[src/rtl/core/kmp_pkg.sv]
// ----------------------------------------------------------------------------
// kmp_pkg
// Shared types, constants and helpers for the stream pattern search unit.
// ----------------------------------------------------------------------------
package kmp_pkg;

    localparam int MAX_PATTERN_DEF = 32;
    localparam int OP_W            = 2;
    localparam int BYTE_W          = 8;
    localparam int POS_W           = 32;
    localparam int LEN_W           = 6;
    localparam int CFG_IDX_W       = 3;
    localparam int CFG_DATA_W      = 64;
    localparam int PAT_WORDS       = 4;
    localparam int PAT_IDX_W       = 5;

    typedef enum logic [OP_W-1:0] {
        OP_BUILD   = 2'd0,
        OP_RESTART = 2'd1,
        OP_DATA    = 2'd2
    } op_t;

    typedef enum logic [CFG_IDX_W-1:0] {
        REG_PATTERN_LEN  = 3'd0,
        REG_PATTERN_W0   = 3'd1,
        REG_PATTERN_W1   = 3'd2,
        REG_PATTERN_W2   = 3'd3,
        REG_PATTERN_W3   = 3'd4,
        REG_BASE_OFFSET  = 3'd5,
        REG_SEARCH_LIMIT = 3'd6
    } cfg_reg_t;

    typedef struct packed {
        logic [LEN_W-1:0]                       pattern_len;
        logic [PAT_WORDS-1:0][CFG_DATA_W-1:0]   pattern_word;
        logic [POS_W-1:0]                       base_offset;
        logic [POS_W-1:0]                       search_limit;
    } cfg_t;

    function automatic logic [BYTE_W-1:0] cfg_byte(
        input logic [PAT_WORDS-1:0][CFG_DATA_W-1:0] words,
        input logic [PAT_IDX_W-1:0]                 k
    );
        logic [CFG_DATA_W-1:0] w;
        w = words[k[PAT_IDX_W-1:3]];
        return w[{k[2:0], 3'b000} +: BYTE_W];
    endfunction

endpackage

[src/rtl/core/kmp_cfg_regs.sv]
// ----------------------------------------------------------------------------
// kmp_cfg_regs
// Configuration register file: pattern, length, base offset, search limit.
// ----------------------------------------------------------------------------
module kmp_cfg_regs (
    input  logic                              aclk,
    input  logic                              aresetn,
    input  logic                              cfg_valid,
    output logic                              cfg_ready,
    input  logic [kmp_pkg::CFG_IDX_W-1:0]     cfg_index,
    input  logic [kmp_pkg::CFG_DATA_W-1:0]    cfg_data,
    output kmp_pkg::cfg_t                     cfg_out
);

    kmp_pkg::cfg_t cfg_reg;

    assign cfg_ready = aresetn;
    assign cfg_out   = cfg_reg;

    always_ff @(posedge aclk) begin
        if (!aresetn) begin
            cfg_reg.pattern_len  <= kmp_pkg::LEN_W'(1);
            cfg_reg.pattern_word <= '0;
            cfg_reg.base_offset  <= '0;
            cfg_reg.search_limit <= '1;
        end else if (cfg_valid) begin
            case (cfg_index)
                kmp_pkg::REG_PATTERN_LEN: begin
                    cfg_reg.pattern_len <= cfg_data[kmp_pkg::LEN_W-1:0];
                end
                kmp_pkg::REG_PATTERN_W0: begin
                    cfg_reg.pattern_word[0] <= cfg_data;
                end
                kmp_pkg::REG_PATTERN_W1: begin
                    cfg_reg.pattern_word[1] <= cfg_data;
                end
                kmp_pkg::REG_PATTERN_W2: begin
                    cfg_reg.pattern_word[2] <= cfg_data;
                end
                kmp_pkg::REG_PATTERN_W3: begin
                    cfg_reg.pattern_word[3] <= cfg_data;
                end
                kmp_pkg::REG_BASE_OFFSET: begin
                    cfg_reg.base_offset <= cfg_data[kmp_pkg::POS_W-1:0];
                end
                kmp_pkg::REG_SEARCH_LIMIT: begin
                    cfg_reg.search_limit <= cfg_data[kmp_pkg::POS_W-1:0];
                end
                default: begin
                end
            endcase
        end
    end

endmodule

[src/rtl/core/kmp_engine.sv]
// ----------------------------------------------------------------------------
// kmp_engine
// Table build and byte search sequencer around the pattern and failure memories.
// ----------------------------------------------------------------------------
module kmp_engine #(
    parameter int MAX_PATTERN = kmp_pkg::MAX_PATTERN_DEF
) (
    input  logic                           aclk,
    input  logic                           aresetn,
    input  kmp_pkg::cfg_t                  cfg,
    input  logic                           s_valid,
    output logic                           s_ready,
    input  logic [kmp_pkg::OP_W-1:0]       s_op,
    input  logic [kmp_pkg::BYTE_W-1:0]     s_data_byte,
    output logic                           m_valid,
    input  logic                           m_ready,
    output logic [kmp_pkg::POS_W-1:0]      m_match_position
);

    localparam int DEPTH = MAX_PATTERN + 1;
    localparam int AW    = $clog2(DEPTH);
    localparam int VW    = AW + 1;
    localparam logic signed [VW-1:0] NEG_ONE = '1;

    typedef enum logic [3:0] {
        S_IDLE,
        S_COPY,
        S_BRD,
        S_BCMP,
        S_BLINK,
        S_BCMP2,
        S_BFT,
        S_SCMP,
        S_OUT
    } state_t;

    state_t                        state_reg, state_next;
    logic [AW-1:0]                 len_reg, len_next;
    logic [AW-1:0]                 k_reg, k_next;
    logic signed [VW-1:0]          i_reg, i_next;
    logic signed [VW-1:0]          j_reg, j_next;
    logic signed [VW-1:0]          matched_reg, matched_next;
    logic signed [VW-1:0]          fail_end_reg, fail_end_next;
    logic                          ready_reg, ready_next;
    logic [kmp_pkg::BYTE_W-1:0]    c_reg, c_next;
    logic [kmp_pkg::POS_W-1:0]     pos_reg, pos_next;
    logic [kmp_pkg::POS_W-1:0]     pend_reg, pend_next;
    logic                          m_valid_reg, m_valid_next;
    logic [kmp_pkg::POS_W-1:0]     m_data_reg, m_data_next;

    logic [kmp_pkg::BYTE_W-1:0]    pat_mem [DEPTH];
    logic signed [VW-1:0]          ft_mem  [DEPTH];

    logic                          pat_we;
    logic [AW-1:0]                 pat_waddr, pat_raddr_a, pat_raddr_b;
    logic [kmp_pkg::BYTE_W-1:0]    pat_wdata, pat_qa, pat_qb;
    logic                          ft_we;
    logic [AW-1:0]                 ft_waddr, ft_raddr;
    logic signed [VW-1:0]          ft_wdata, ft_q;

    logic signed [VW-1:0]          len_s;
    logic signed [VW-1:0]          i_inc, j_inc, ni;
    logic [AW-1:0]                 clamp_len;
    logic                          finish;

    assign len_s = $signed({1'b0, len_reg});
    assign i_inc = i_reg + VW'(1);
    assign j_inc = j_reg + VW'(1);

    always_comb begin
        if (cfg.pattern_len == '0) begin
            clamp_len = AW'(1);
        end else if (cfg.pattern_len > kmp_pkg::LEN_W'(MAX_PATTERN)) begin
            clamp_len = AW'(MAX_PATTERN);
        end else begin
            clamp_len = AW'(cfg.pattern_len);
        end
    end

    assign s_ready          = aresetn && (state_reg == S_IDLE);
    assign m_valid          = m_valid_reg;
    assign m_match_position = m_data_reg;

    always_comb begin
        state_next    = state_reg;
        len_next      = len_reg;
        k_next        = k_reg;
        i_next        = i_reg;
        j_next        = j_reg;
        matched_next  = matched_reg;
        fail_end_next = fail_end_reg;
        ready_next    = ready_reg;
        c_next        = c_reg;
        pos_next      = pos_reg;
        pend_next     = pend_reg;
        m_valid_next  = m_valid_reg && !m_ready;
        m_data_next   = m_data_reg;
        pat_we        = 1'b0;
        pat_waddr     = k_reg;
        pat_wdata     = kmp_pkg::cfg_byte(cfg.pattern_word, kmp_pkg::PAT_IDX_W'(k_reg));
        pat_raddr_a   = i_reg[AW-1:0];
        pat_raddr_b   = j_reg[AW-1:0];
        ft_we         = 1'b0;
        ft_waddr      = i_reg[AW-1:0];
        ft_wdata      = j_reg;
        ft_raddr      = j_reg[AW-1:0];
        ni            = i_inc;
        finish        = 1'b0;

        case (state_reg)
            S_IDLE: begin
                pat_raddr_a = matched_reg[AW-1:0];
                ft_raddr    = matched_reg[AW-1:0];
                if (s_valid) begin
                    case (s_op)
                        kmp_pkg::OP_BUILD: begin
                            len_next     = clamp_len;
                            k_next       = '0;
                            ready_next   = 1'b0;
                            matched_next = '0;
                            pos_next     = '0;
                            state_next   = S_COPY;
                        end
                        kmp_pkg::OP_RESTART: begin
                            matched_next = '0;
                            pos_next     = '0;
                        end
                        kmp_pkg::OP_DATA: begin
                            if (ready_reg && (pos_reg < cfg.search_limit)) begin
                                c_next     = s_data_byte;
                                i_next     = matched_reg;
                                state_next = S_SCMP;
                            end
                        end
                        default: begin
                        end
                    endcase
                end
            end
            S_COPY: begin
                pat_we   = 1'b1;
                ft_we    = 1'b1;
                ft_waddr = '0;
                ft_wdata = NEG_ONE;
                k_next   = k_reg + AW'(1);
                if (k_reg == len_reg - AW'(1)) begin
                    i_next     = '0;
                    j_next     = NEG_ONE;
                    state_next = S_BRD;
                end
            end
            S_BRD: begin
                state_next = S_BCMP;
            end
            S_BCMP: begin
                if (!j_reg[VW-1] && (pat_qa != pat_qb)) begin
                    state_next = S_BLINK;
                end else begin
                    i_next = i_inc;
                    j_next = j_inc;
                    if (i_inc < len_s) begin
                        pat_raddr_a = i_inc[AW-1:0];
                        pat_raddr_b = j_inc[AW-1:0];
                        state_next  = S_BCMP2;
                    end else begin
                        ft_we         = 1'b1;
                        ft_waddr      = i_inc[AW-1:0];
                        ft_wdata      = j_inc;
                        fail_end_next = j_inc;
                        ready_next    = 1'b1;
                        state_next    = S_IDLE;
                    end
                end
            end
            S_BLINK: begin
                j_next     = ft_q;
                state_next = S_BRD;
            end
            S_BCMP2: begin
                if (pat_qa == pat_qb) begin
                    state_next = S_BFT;
                end else begin
                    ft_we      = 1'b1;
                    state_next = S_BRD;
                end
            end
            S_BFT: begin
                ft_we      = 1'b1;
                ft_wdata   = ft_q;
                state_next = S_BRD;
            end
            S_SCMP: begin
                if (pat_qa != c_reg) begin
                    if (ft_q[VW-1]) begin
                        ni     = '0;
                        finish = 1'b1;
                    end else begin
                        i_next      = ft_q;
                        pat_raddr_a = ft_q[AW-1:0];
                        ft_raddr    = ft_q[AW-1:0];
                    end
                end else begin
                    ni     = i_inc;
                    finish = 1'b1;
                end
                if (finish) begin
                    pos_next = pos_reg + kmp_pkg::POS_W'(1);
                    if (ni == len_s) begin
                        pend_next    = cfg.base_offset + pos_reg + kmp_pkg::POS_W'(1)
                                       - kmp_pkg::POS_W'(len_reg);
                        matched_next = fail_end_reg;
                        state_next   = S_OUT;
                    end else begin
                        matched_next = ni;
                        state_next   = S_IDLE;
                    end
                end
            end
            S_OUT: begin
                if (!m_valid_reg || m_ready) begin
                    m_valid_next = 1'b1;
                    m_data_next  = pend_reg;
                    state_next   = S_IDLE;
                end
            end
            default: begin
                state_next = S_IDLE;
            end
        endcase
    end

    always_ff @(posedge aclk) begin
        if (!aresetn) begin
            state_reg    <= S_IDLE;
            ready_reg    <= 1'b0;
            matched_reg  <= '0;
            pos_reg      <= '0;
            m_valid_reg  <= 1'b0;
            len_reg      <= AW'(1);
            fail_end_reg <= '0;
        end else begin
            state_reg    <= state_next;
            ready_reg    <= ready_next;
            matched_reg  <= matched_next;
            pos_reg      <= pos_next;
            m_valid_reg  <= m_valid_next;
            len_reg      <= len_next;
            fail_end_reg <= fail_end_next;
        end
        k_reg      <= k_next;
        i_reg      <= i_next;
        j_reg      <= j_next;
        c_reg      <= c_next;
        pend_reg   <= pend_next;
        m_data_reg <= m_data_next;
    end

    always_ff @(posedge aclk) begin
        if (pat_we) begin
            pat_mem[pat_waddr] <= pat_wdata;
        end
        pat_qa <= pat_mem[pat_raddr_a];
        pat_qb <= pat_mem[pat_raddr_b];
    end

    always_ff @(posedge aclk) begin
        if (ft_we) begin
            ft_mem[ft_waddr] <= ft_wdata;
        end
        ft_q <= ft_mem[ft_raddr];
    end

    a_matched_in_range: assert property (@(posedge aclk) disable iff (!aresetn)
        ready_reg |-> (matched_reg >= 0) && (matched_reg < len_s))
        else $error("matched count outside pattern");

    a_fail_end_in_range: assert property (@(posedge aclk) disable iff (!aresetn)
        ready_reg |-> (fail_end_reg >= 0) && (fail_end_reg < len_s))
        else $error("final failure link outside pattern");

    a_build_j_behind_i: assert property (@(posedge aclk) disable iff (!aresetn)
        (state_reg == S_BRD || state_reg == S_BCMP || state_reg == S_BLINK ||
         state_reg == S_BCMP2 || state_reg == S_BFT) |-> (j_reg < i_reg) && (i_reg < len_s))
        else $error("build indices out of order");

    a_search_index: assert property (@(posedge aclk) disable iff (!aresetn)
        (state_reg == S_SCMP) |-> (i_reg >= 0) && (i_reg < len_s) && ready_reg)
        else $error("search index outside pattern");

endmodule

[src/rtl/core/kmp_stream_pattern_search_unit.sv]
// ----------------------------------------------------------------------------
// kmp_stream_pattern_search_unit
// Streaming exact-pattern search with an optimized failure table.
//
//   channel  dir  handshake            payload
//   cfg      in   cfg_valid/cfg_ready  cfg_index[2:0], cfg_data[63:0]
//   s        in   s_valid/s_ready      s_op[1:0], s_data_byte[7:0]
//   m        out  m_valid/m_ready      m_match_position[31:0]
//
// A data word steps through the compare loop, following failure links (one
// failure memory read each); a match also loads the output register. A build
// word is accepted, copies len pattern bytes, then compares each pattern byte
// and follows failure links, paced by the registered read of the pattern
// memory.
// Op 1 and ignored words are handled in the idle state.
// Reset is synchronous and holds both ready outputs low; no clearing pass,
// the table is written before use.
// s_ready holds low while a word is at work or a match waits for the output
// register; a pending result in m does not block the next input word.
// ----------------------------------------------------------------------------
module kmp_stream_pattern_search_unit #(
    parameter int MAX_PATTERN = kmp_pkg::MAX_PATTERN_DEF
) (
    input  logic                              aclk,
    input  logic                              aresetn,
    input  logic                              cfg_valid,
    output logic                              cfg_ready,
    input  logic [kmp_pkg::CFG_IDX_W-1:0]     cfg_index,
    input  logic [kmp_pkg::CFG_DATA_W-1:0]    cfg_data,
    input  logic                              s_valid,
    output logic                              s_ready,
    input  logic [kmp_pkg::OP_W-1:0]          s_op,
    input  logic [kmp_pkg::BYTE_W-1:0]        s_data_byte,
    output logic                              m_valid,
    input  logic                              m_ready,
    output logic [kmp_pkg::POS_W-1:0]         m_match_position
);

    kmp_pkg::cfg_t cfg;

    kmp_cfg_regs u_cfg (
        .aclk      (aclk),
        .aresetn   (aresetn),
        .cfg_valid (cfg_valid),
        .cfg_ready (cfg_ready),
        .cfg_index (cfg_index),
        .cfg_data  (cfg_data),
        .cfg_out   (cfg)
    );

    kmp_engine #(
        .MAX_PATTERN (MAX_PATTERN)
    ) u_engine (
        .aclk             (aclk),
        .aresetn          (aresetn),
        .cfg              (cfg),
        .s_valid          (s_valid),
        .s_ready          (s_ready),
        .s_op             (s_op),
        .s_data_byte      (s_data_byte),
        .m_valid          (m_valid),
        .m_ready          (m_ready),
        .m_match_position (m_match_position)
    );

endmodule

[config.mk]
export PLATFORM = sky130hd
export DESIGN_NAME = kmp_stream_pattern_search_unit
export DESIGN_NICKNAME = d
export VERILOG_FILES = /design/src/rtl/core/kmp_pkg.sv /design/src/rtl/core/kmp_cfg_regs.sv /design/src/rtl/core/kmp_engine.sv /design/src/rtl/core/kmp_stream_pattern_search_unit.sv
export SDC_FILE = /design/constraint.sdc
export NUM_CORES = 2
export LEC_CHECK = 0
export BUFFER_PORTS_ARGS = -buffer_cell sky130_fd_sc_hd__buf_2
export CORE_MARGIN = 3
export CORE_UTILIZATION = 60
export CTS_CLUSTER_SIZE = 20
export DETAILED_ROUTE_END_ITERATION = 6
export PLACE_DENSITY = 0.76
export SYNTH_ARGS = -nofsm -noshare
export SYNTH_HDL_FRONTEND = slang
export SYNTH_SLANG_ARGS = --single-unit
[constraint.sdc]
create_clock -name aclk -period 6.4 [get_ports aclk]
set_input_delay 0.96 -clock aclk [delete_from_list [all_inputs] [get_ports aclk]]
set_output_delay 0.96 -clock aclk [all_outputs]
set_load 0.02 [all_outputs]
## Word-level counts from Yosys, hierarchy flattened

Memory sizes are Yosys's and may differ from the RTL's. A register that Yosys moved wholly into a read port is not among the register bits.
Index checks and enable logic that the tools add are counted.

- Reductions and logical operators: 38
- Bitwise gates (word level): 2
- Add/sub/neg operators: 8
- Shifts and indexed selects: 1
- Muxes and demuxes: 77
- Magnitude comparators: 4
- Eq/ne operators: 35

Operators by type and width:

| cell | count |
|---|---|
| binary-select mux 64 bit (select 2 bit) | 1 |
| 2-to-1 mux 7 bit | 18 |
| 2-to-1 mux 32 bit | 3 |
| 2-to-1 mux 6 bit | 15 |
| adder 32 x 1 -> 32 bit, second input constant | 2 |
| 2-to-1 mux 64 bit | 1 |
| one-hot mux 32 bit (2 select lines) | 1 |
| variable part select 64 x 7 -> 8 bit | 1 |
| one-hot mux 7 bit (3 select lines) | 2 |
| one-hot mux 6 bit (2 select lines) | 3 |
| adder 32 bit | 1 |
| < comparator 32 bit | 1 |
| one-hot mux 4 bit (8 select lines) | 1 |
| subtractor 32 x 6 -> 32 bit | 1 |
| 2-to-1 mux 4 bit | 7 |
| one-hot mux 7 bit (4 select lines) | 1 |
| one-hot mux 6 bit (3 select lines) | 1 |
| 2-to-1 mux 1 bit | 17 |
| == test 4 x 3 -> 1 bit, second input constant | 4 |
| != test 2 bit, second input constant | 8 |
| != test 8 bit | 2 |
| AND reduction 2 bit | 8 |
| AND reduction 3 bit | 5 |
| adder 7 x 2 -> 7 bit, second input constant | 2 |
| 39 further kinds | 59 |

- Output and inout port bits: 35
- Register bits after elaboration: 476
- Memory bits (writable): 495
- Memories kept: 2
- Word-level logic and storage cells: 187

Memories:

| memory | depth | width | read ports | clocked after Yosys merged registers in | wr ports | line | text |
|---|---|---|---|---|---|---|---|
| u_engine.pat_mem | 33 | 8 | 2 | 2 | 1 | kmp_engine.sv:51 | `logic [kmp_pkg::BYTE_W-1:0] pat_mem [DEPTH];` |
| u_engine.ft_mem | 33 | 7 | 1 | 1 | 1 | kmp_engine.sv:52 | `logic signed [VW-1:0] ft_mem [DEPTH];` |

## Depth between registers and ports, before layout

- Word-level depth: 8
- Mapped depth: 19
- Gate-level depth less buffers: 15

## Hierarchy

A second synthesis with hierarchy kept.

- Cell total of the unflattened synthesis: 4173
- Area, all modules: 47301.6 µm²

Modules (own cells, without submodules):

| module | area an instance (µm²) | cells an instance | instances | sequential area each (µm²) |
|---|---|---|---|---|
| kmp_engine | 35243.8 | 3008 | 1 | 19248.5 |
| kmp_cfg_regs | 12057.8 | 1165 | 1 | 6526.3 |

## Worst setup path before layout

OpenSTA, ideal clock, no wires.

- Path type: register to register
- Start: register u_engine.i_reg[0]
- End: register u_engine.pend_reg[0] (netlist name) (enable)
- Path buffers: 2
- Path slack: 0.791 ns
- Arrival time: 5.104 ns
- Stages on the path, launching flop included: 9
- Path through: edfxtp_1 > clkbuf_1 > and3_1 > clkbuf_1 > nand3_1 > xor2_1 > a21oi_1 > o32a_1 > nor4_1

- Longest elaborated chain between the ends: 6

RTL lines:

| item | line | text |
|---|---|---|
| start, declared | kmp_engine.sv:40 | `logic signed [VW-1:0] i_reg, i_next;` |
| start signal, assigned | kmp_engine.sv:251 | `i_reg <= i_next;` |
| adder 7 x 2 -> 7 bit (*) | kmp_engine.sv:67 | `assign i_inc = i_reg + VW'(1);` |
| 2-to-1 mux 7 bit | kmp_engine.sv:194 | `if (ft_q[VW-1]) begin` |
| 2-to-1 mux 7 bit (*) | kmp_engine.sv:193 | `if (pat_qa != c_reg) begin` |
| 2-to-1 mux 7 bit (*) | kmp_engine.sv:110 | `case (state_reg)` |
| == test 7 bit (*) | kmp_engine.sv:208 | `if (ni == len_s) begin` |
| AND reduction 3 bit (no source line) (*) | - |  |
| end signal, assigned | kmp_engine.sv:254 | `pend_reg <= pend_next;` |
| end, declared | kmp_engine.sv:47 | `logic [kmp_pkg::POS_W-1:0] pend_reg, pend_next;` |

Mark *: on every way between the ends. The rest lies on a longest branch, timed or not. The select of a mux whose other input is x is not followed.
A chain may end at the register's enable or synchronous reset.

## Final worst setup path

- Start: register u_engine.i_reg[0]
- End: register u_engine.pat_qb[3] (netlist name) (read register of u_engine.pat_mem)

- Longest elaborated chain between the ends: 5

RTL lines:

| item | line | text |
|---|---|---|
| adder 7 x 2 -> 7 bit | kmp_engine.sv:67 |  |
| < comparator 7 bit | kmp_engine.sv:161 | `if (i_inc < len_s) begin` |
| 2-to-1 mux 6 bit | kmp_engine.sv:161 |  |
| 2-to-1 mux 6 bit | kmp_engine.sv:156 | `if (!j_reg[VW-1] && (pat_qa != pat_qb)) begin` |
| 2-to-1 mux 6 bit | kmp_engine.sv:110 |  |
| end, declared | kmp_engine.sv:56 | `logic [kmp_pkg::BYTE_W-1:0] pat_wdata, pat_qa, pat_qb;` |

Every way passes these cells.

==> flow_metrics.py <==
metrics = {
    "finish": {
        "fin_nets": 4379,
        "drive_above_1_share_pct": 12.7,
        "largest_reg_flops": 326,
        "area_growth_pct": 10.7,
    },
    "worst_setup_path": {
        "cp_top_family": "compound AO/OA/AOI/OAI gates",
        "rr_worst_depth": 15,
        "cp_num_buf_inv": 2,
        "crit_end": "u_engine.pat_qb[3]",
        "critPathLaunchType": "flop",
        "critical_path.max_fanout": 20,
        "cp.required_ps": 6950,
        "worstReg2RegEnd": "u_engine.pat_qb[3]",
        "r2r-start": "u_engine.i_reg[0]",
        "crit_path_start": "u_engine.i_reg[0]",
        "crit_cells": 15,
        "critical_path.slowest_cell": "mux2i_4",
        "arrival_ps": 6110,
        "rrSetupSlack_ps": 840,
        "timing.critical_path.to_type": "flop",
        "crit_chain": "ha_1 > nand3_2 > xor2_1 > inv_1 > ha_1 > a21o_1 > a21oi_1 > o21a_1 > o211ai_1 > mux2i_4 > buf_4 > mux4_2 > a211oi_1 > a21oi_1 > a21o_1",
        "critPathMaxStageDelay_ps": 950,
        "criticalPathCategory": "flop to flop",
    },
    "clock_network": {
        "cts-root-buf": "clkbuf_16",
        "cts_buffer_depth": 3,
        "ctsResizeCount": 0,
        "numCtsBuffers": 101,
        "clk_transition_reported_paths_ps": 60,
        "cts_tree": "yes",
        "clock_latency_ps": 660,
        "htree_num_levels": 3,
        "cts_setup_buffers": 0,
        "cts-hold-fix-buffers": 0,
        "clock-sinks": 994,
    },
    "sta": {
        "tightest_slew_ps": 1280,
        "clock_skew_ps": 26.8,
        "finalMaxSlewViolations": 0,
        "period_needed_ps": 5560,
        "timing.fmax_mhz": 180,
        "finalCritPeriodShare_pct": 86.9,
        "finalSetupTns_ps": 0,
        "rsz0062_at_grt": "false",
        "hold_violations": 0,
        "finalSetupViolCount": 0,
        "slew_headroom_pct": 13.9,
    },
    "drt": {
        "wl_per_cell_um": 23.7,
        "routed_wl_um": 126000,
        "drc_errors": 1,
        "vias": 33600,
        "routed_via_density": 6.32,
        "dr.pass1.iters": 7,
        "drtAntennaViolNets": 0,
        "drt-initial-drc-count": 3647,
    },
    "synthesis": {
        "synthAdderAreaFrac_pct": 2.91,
        "async_flop_share_pct": 0,
        "synth.avg_cell_area_um2": 11.2,
        "synth_nets": 4341,
        "synth_top_family_by_area": "compound AO/OA/AOI/OAI gates",
        "ys_ff_latch": 994,
        "netlist_instances": 4154,
        "ys.flop_type": "edfxtp_1",
        "synthTopCellsByArea": "edfxtp_1, dfxtp_1, nand2_1",
        "synthMuxAreaShare_pct": 9.43,
        "synth_warnings": 0,
        "synth_edf_count": 587,
        "synthXorXnorAreaFrac_pct": 1.98,
        "yosysTopAreaCell": "edfxtp_1",
        "synth_cell_type_count": 90,
        "synth_seq_area_share_pct": 55.3,
        "synth_top_area_share_pct": 37.8,
        "synthesis.area_um2": 46700,
        "yosys.area_share.simple_pct": 12.3,
        "synth_compound_gate_area_share_pct": 14.3,
    },
    "power_and_ir_drop": {
        "power_density_nw_per_um2": 337,
        "power.leakage_nw": 18.0,
        "ir_drop_mv": 0.214,
        "totalPowerFinal_mw": 17.4,
    },
    "min_path": {
        "hp-class": "flop to flop",
    },
    "die": {
        "initial_utilization_pct": 61.0,
        "dieArea_um2": 81100,
        "pin_count": 117,
        "die_y_um": 285,
        "core_area_um2": 76500,
        "rows": 101,
        "die_x_um": 285,
    },
    "global_route": {
        "grt_pass1_vias": 32300,
        "grt_usage_pct": 30.7,
        "antenna_found_initial": 11,
        "grt_pass1_wl_um": 193000,
        "overflow": 0,
        "grt_max_degree": 215,
    },
    "status": {
        "outcome": "finished, violations left",
        "violations": "design-rule violations",
    },
    "run": {
        "cap_violations": 0,
    },
    "placement": {
        "gp_congestion": 0.980,
        "hpwl_um": 82400,
        "portBuffers": 116,
    },
}
==> Yosys cell counts, types with 28 or more instances <==
master,n
a22oi_1,65
and2_1,28
o211ai_1,43
mux2i_1,120
inv_1,183
ha_1,99
xnor2_1,76
nor3_1,30
nand2_1,856
nor2_1,176
nand4_1,35
a21boi_0,309
a21o_1,54
a221oi_1,33
o21ai_0,62
nand3_1,46
a21oi_1,105
buf_2,29
clkbuf_1,201
mux4_2,142
nor2b_1,36
a32oi_1,59
edfxtp_1,587
dfxtp_1,407
==> through the flow <==
stage | setup WS (ps) | instances | utilization, % | hold slack [ps] | instance area [µm²]
finish | 840 | 5314 | 67.6 | 415 | 51700
global route | 565 | 5307 | 67.5 | 425 | 51600
CTS | 946 | 5307 | 67.5 | 417 | 51600
detailed placement | 1010 | 5119 | 63.1 | 405 | 48300
global placement | 1140 | 5119 | 63.1 | 403 | 48300
floorplan | 791 | 4154 | - | 400 | 46700
==> routing by layer <==
metal	track usage [%]	part of all wire, %
met1	41.5	39
met3	5.95	9.3
met5	0	0.044
met2	49.3	47
met4	12.2	4.6
==> layout by cell type, fill, tap and decap left out, types with 10 or more instances in the layout <==
master       n
nand2_1    853
edfxtp_1   587
dfxtp_1    407
a21boi_0   309
inv_1      183
nor2_1     171
mux4_2     142
mux2i_1    119
buf_2      115
a21oi_1    105
clkbuf_16  104
ha_1        99
buf_4       78
xnor2_1     75
a22oi_1     65
o21ai_0     62
a32oi_1     58
a21o_1      54
nand3_1     45
o211ai_1    43
nor2b_1     35
nand4_1     35
a221oi_1    32
nor3_1      29
and2_1      28
clkbuf_1    28
a211oi_1    26
and3_1      25
xor2_1      25
or3_1       19
o22ai_1     18
nand2b_1    17
clkinv_2    17
a31oi_1     16
a311oi_1    14
nor3b_1     13
bufinv_16   11
a2111oi_0   10
==> worst min-delay path by stage <==
stage                                      from                            end  cells after the start
final                     u_engine.pend_reg[18]  u_engine.m_match_position[18]                      0
after floorplan            u_engine.pend_reg[0]   u_engine.m_match_position[0]                      0
after CTS                 u_engine.pend_reg[26]  u_engine.m_match_position[26]                      0
after global placement     u_engine.pend_reg[3]   u_engine.m_match_position[3]                      0
after global routing      u_engine.pend_reg[17]  u_engine.m_match_position[17]                      0
after detailed placement  u_engine.pend_reg[17]  u_engine.m_match_position[17]                      0
==> area by class of cell <==
| type | count | area (µm²) |
|---|---|---|
| multi-input combinational | 2714 | 19300 |
| clock inverter | 48 | 557 |
| clock buffer | 140 | 2820 |
| inverter | 183 | 687 |
| antenna | 7 | 17.5 |
| tap | 1030 | 1290 |
| fill | 5554 | 24800 |
| timing repair buffer | 198 | 1250 |
| sequential | 994 | 25800 |
==> report_power, final <==
group	switching, mW	internal (mW)
registers	0.220	7.08
clock network	2.46	3.53
logic	2.66	1.47
==> cells by family (layout without fill, tap and decap cells) <==
family                     count (synthesis)  count (layout)
AOI/OAI and AO/OA                        915             915
xor gates and xnor gates                 104             104
adders and majority gates                105             105
buffers and inverters                    446             569
DFF                                      994             994
muxes                                    262             262
other                                      0               7
and+or+nand+nor                         1328            1328
Power figures use the tool's default switching activity.
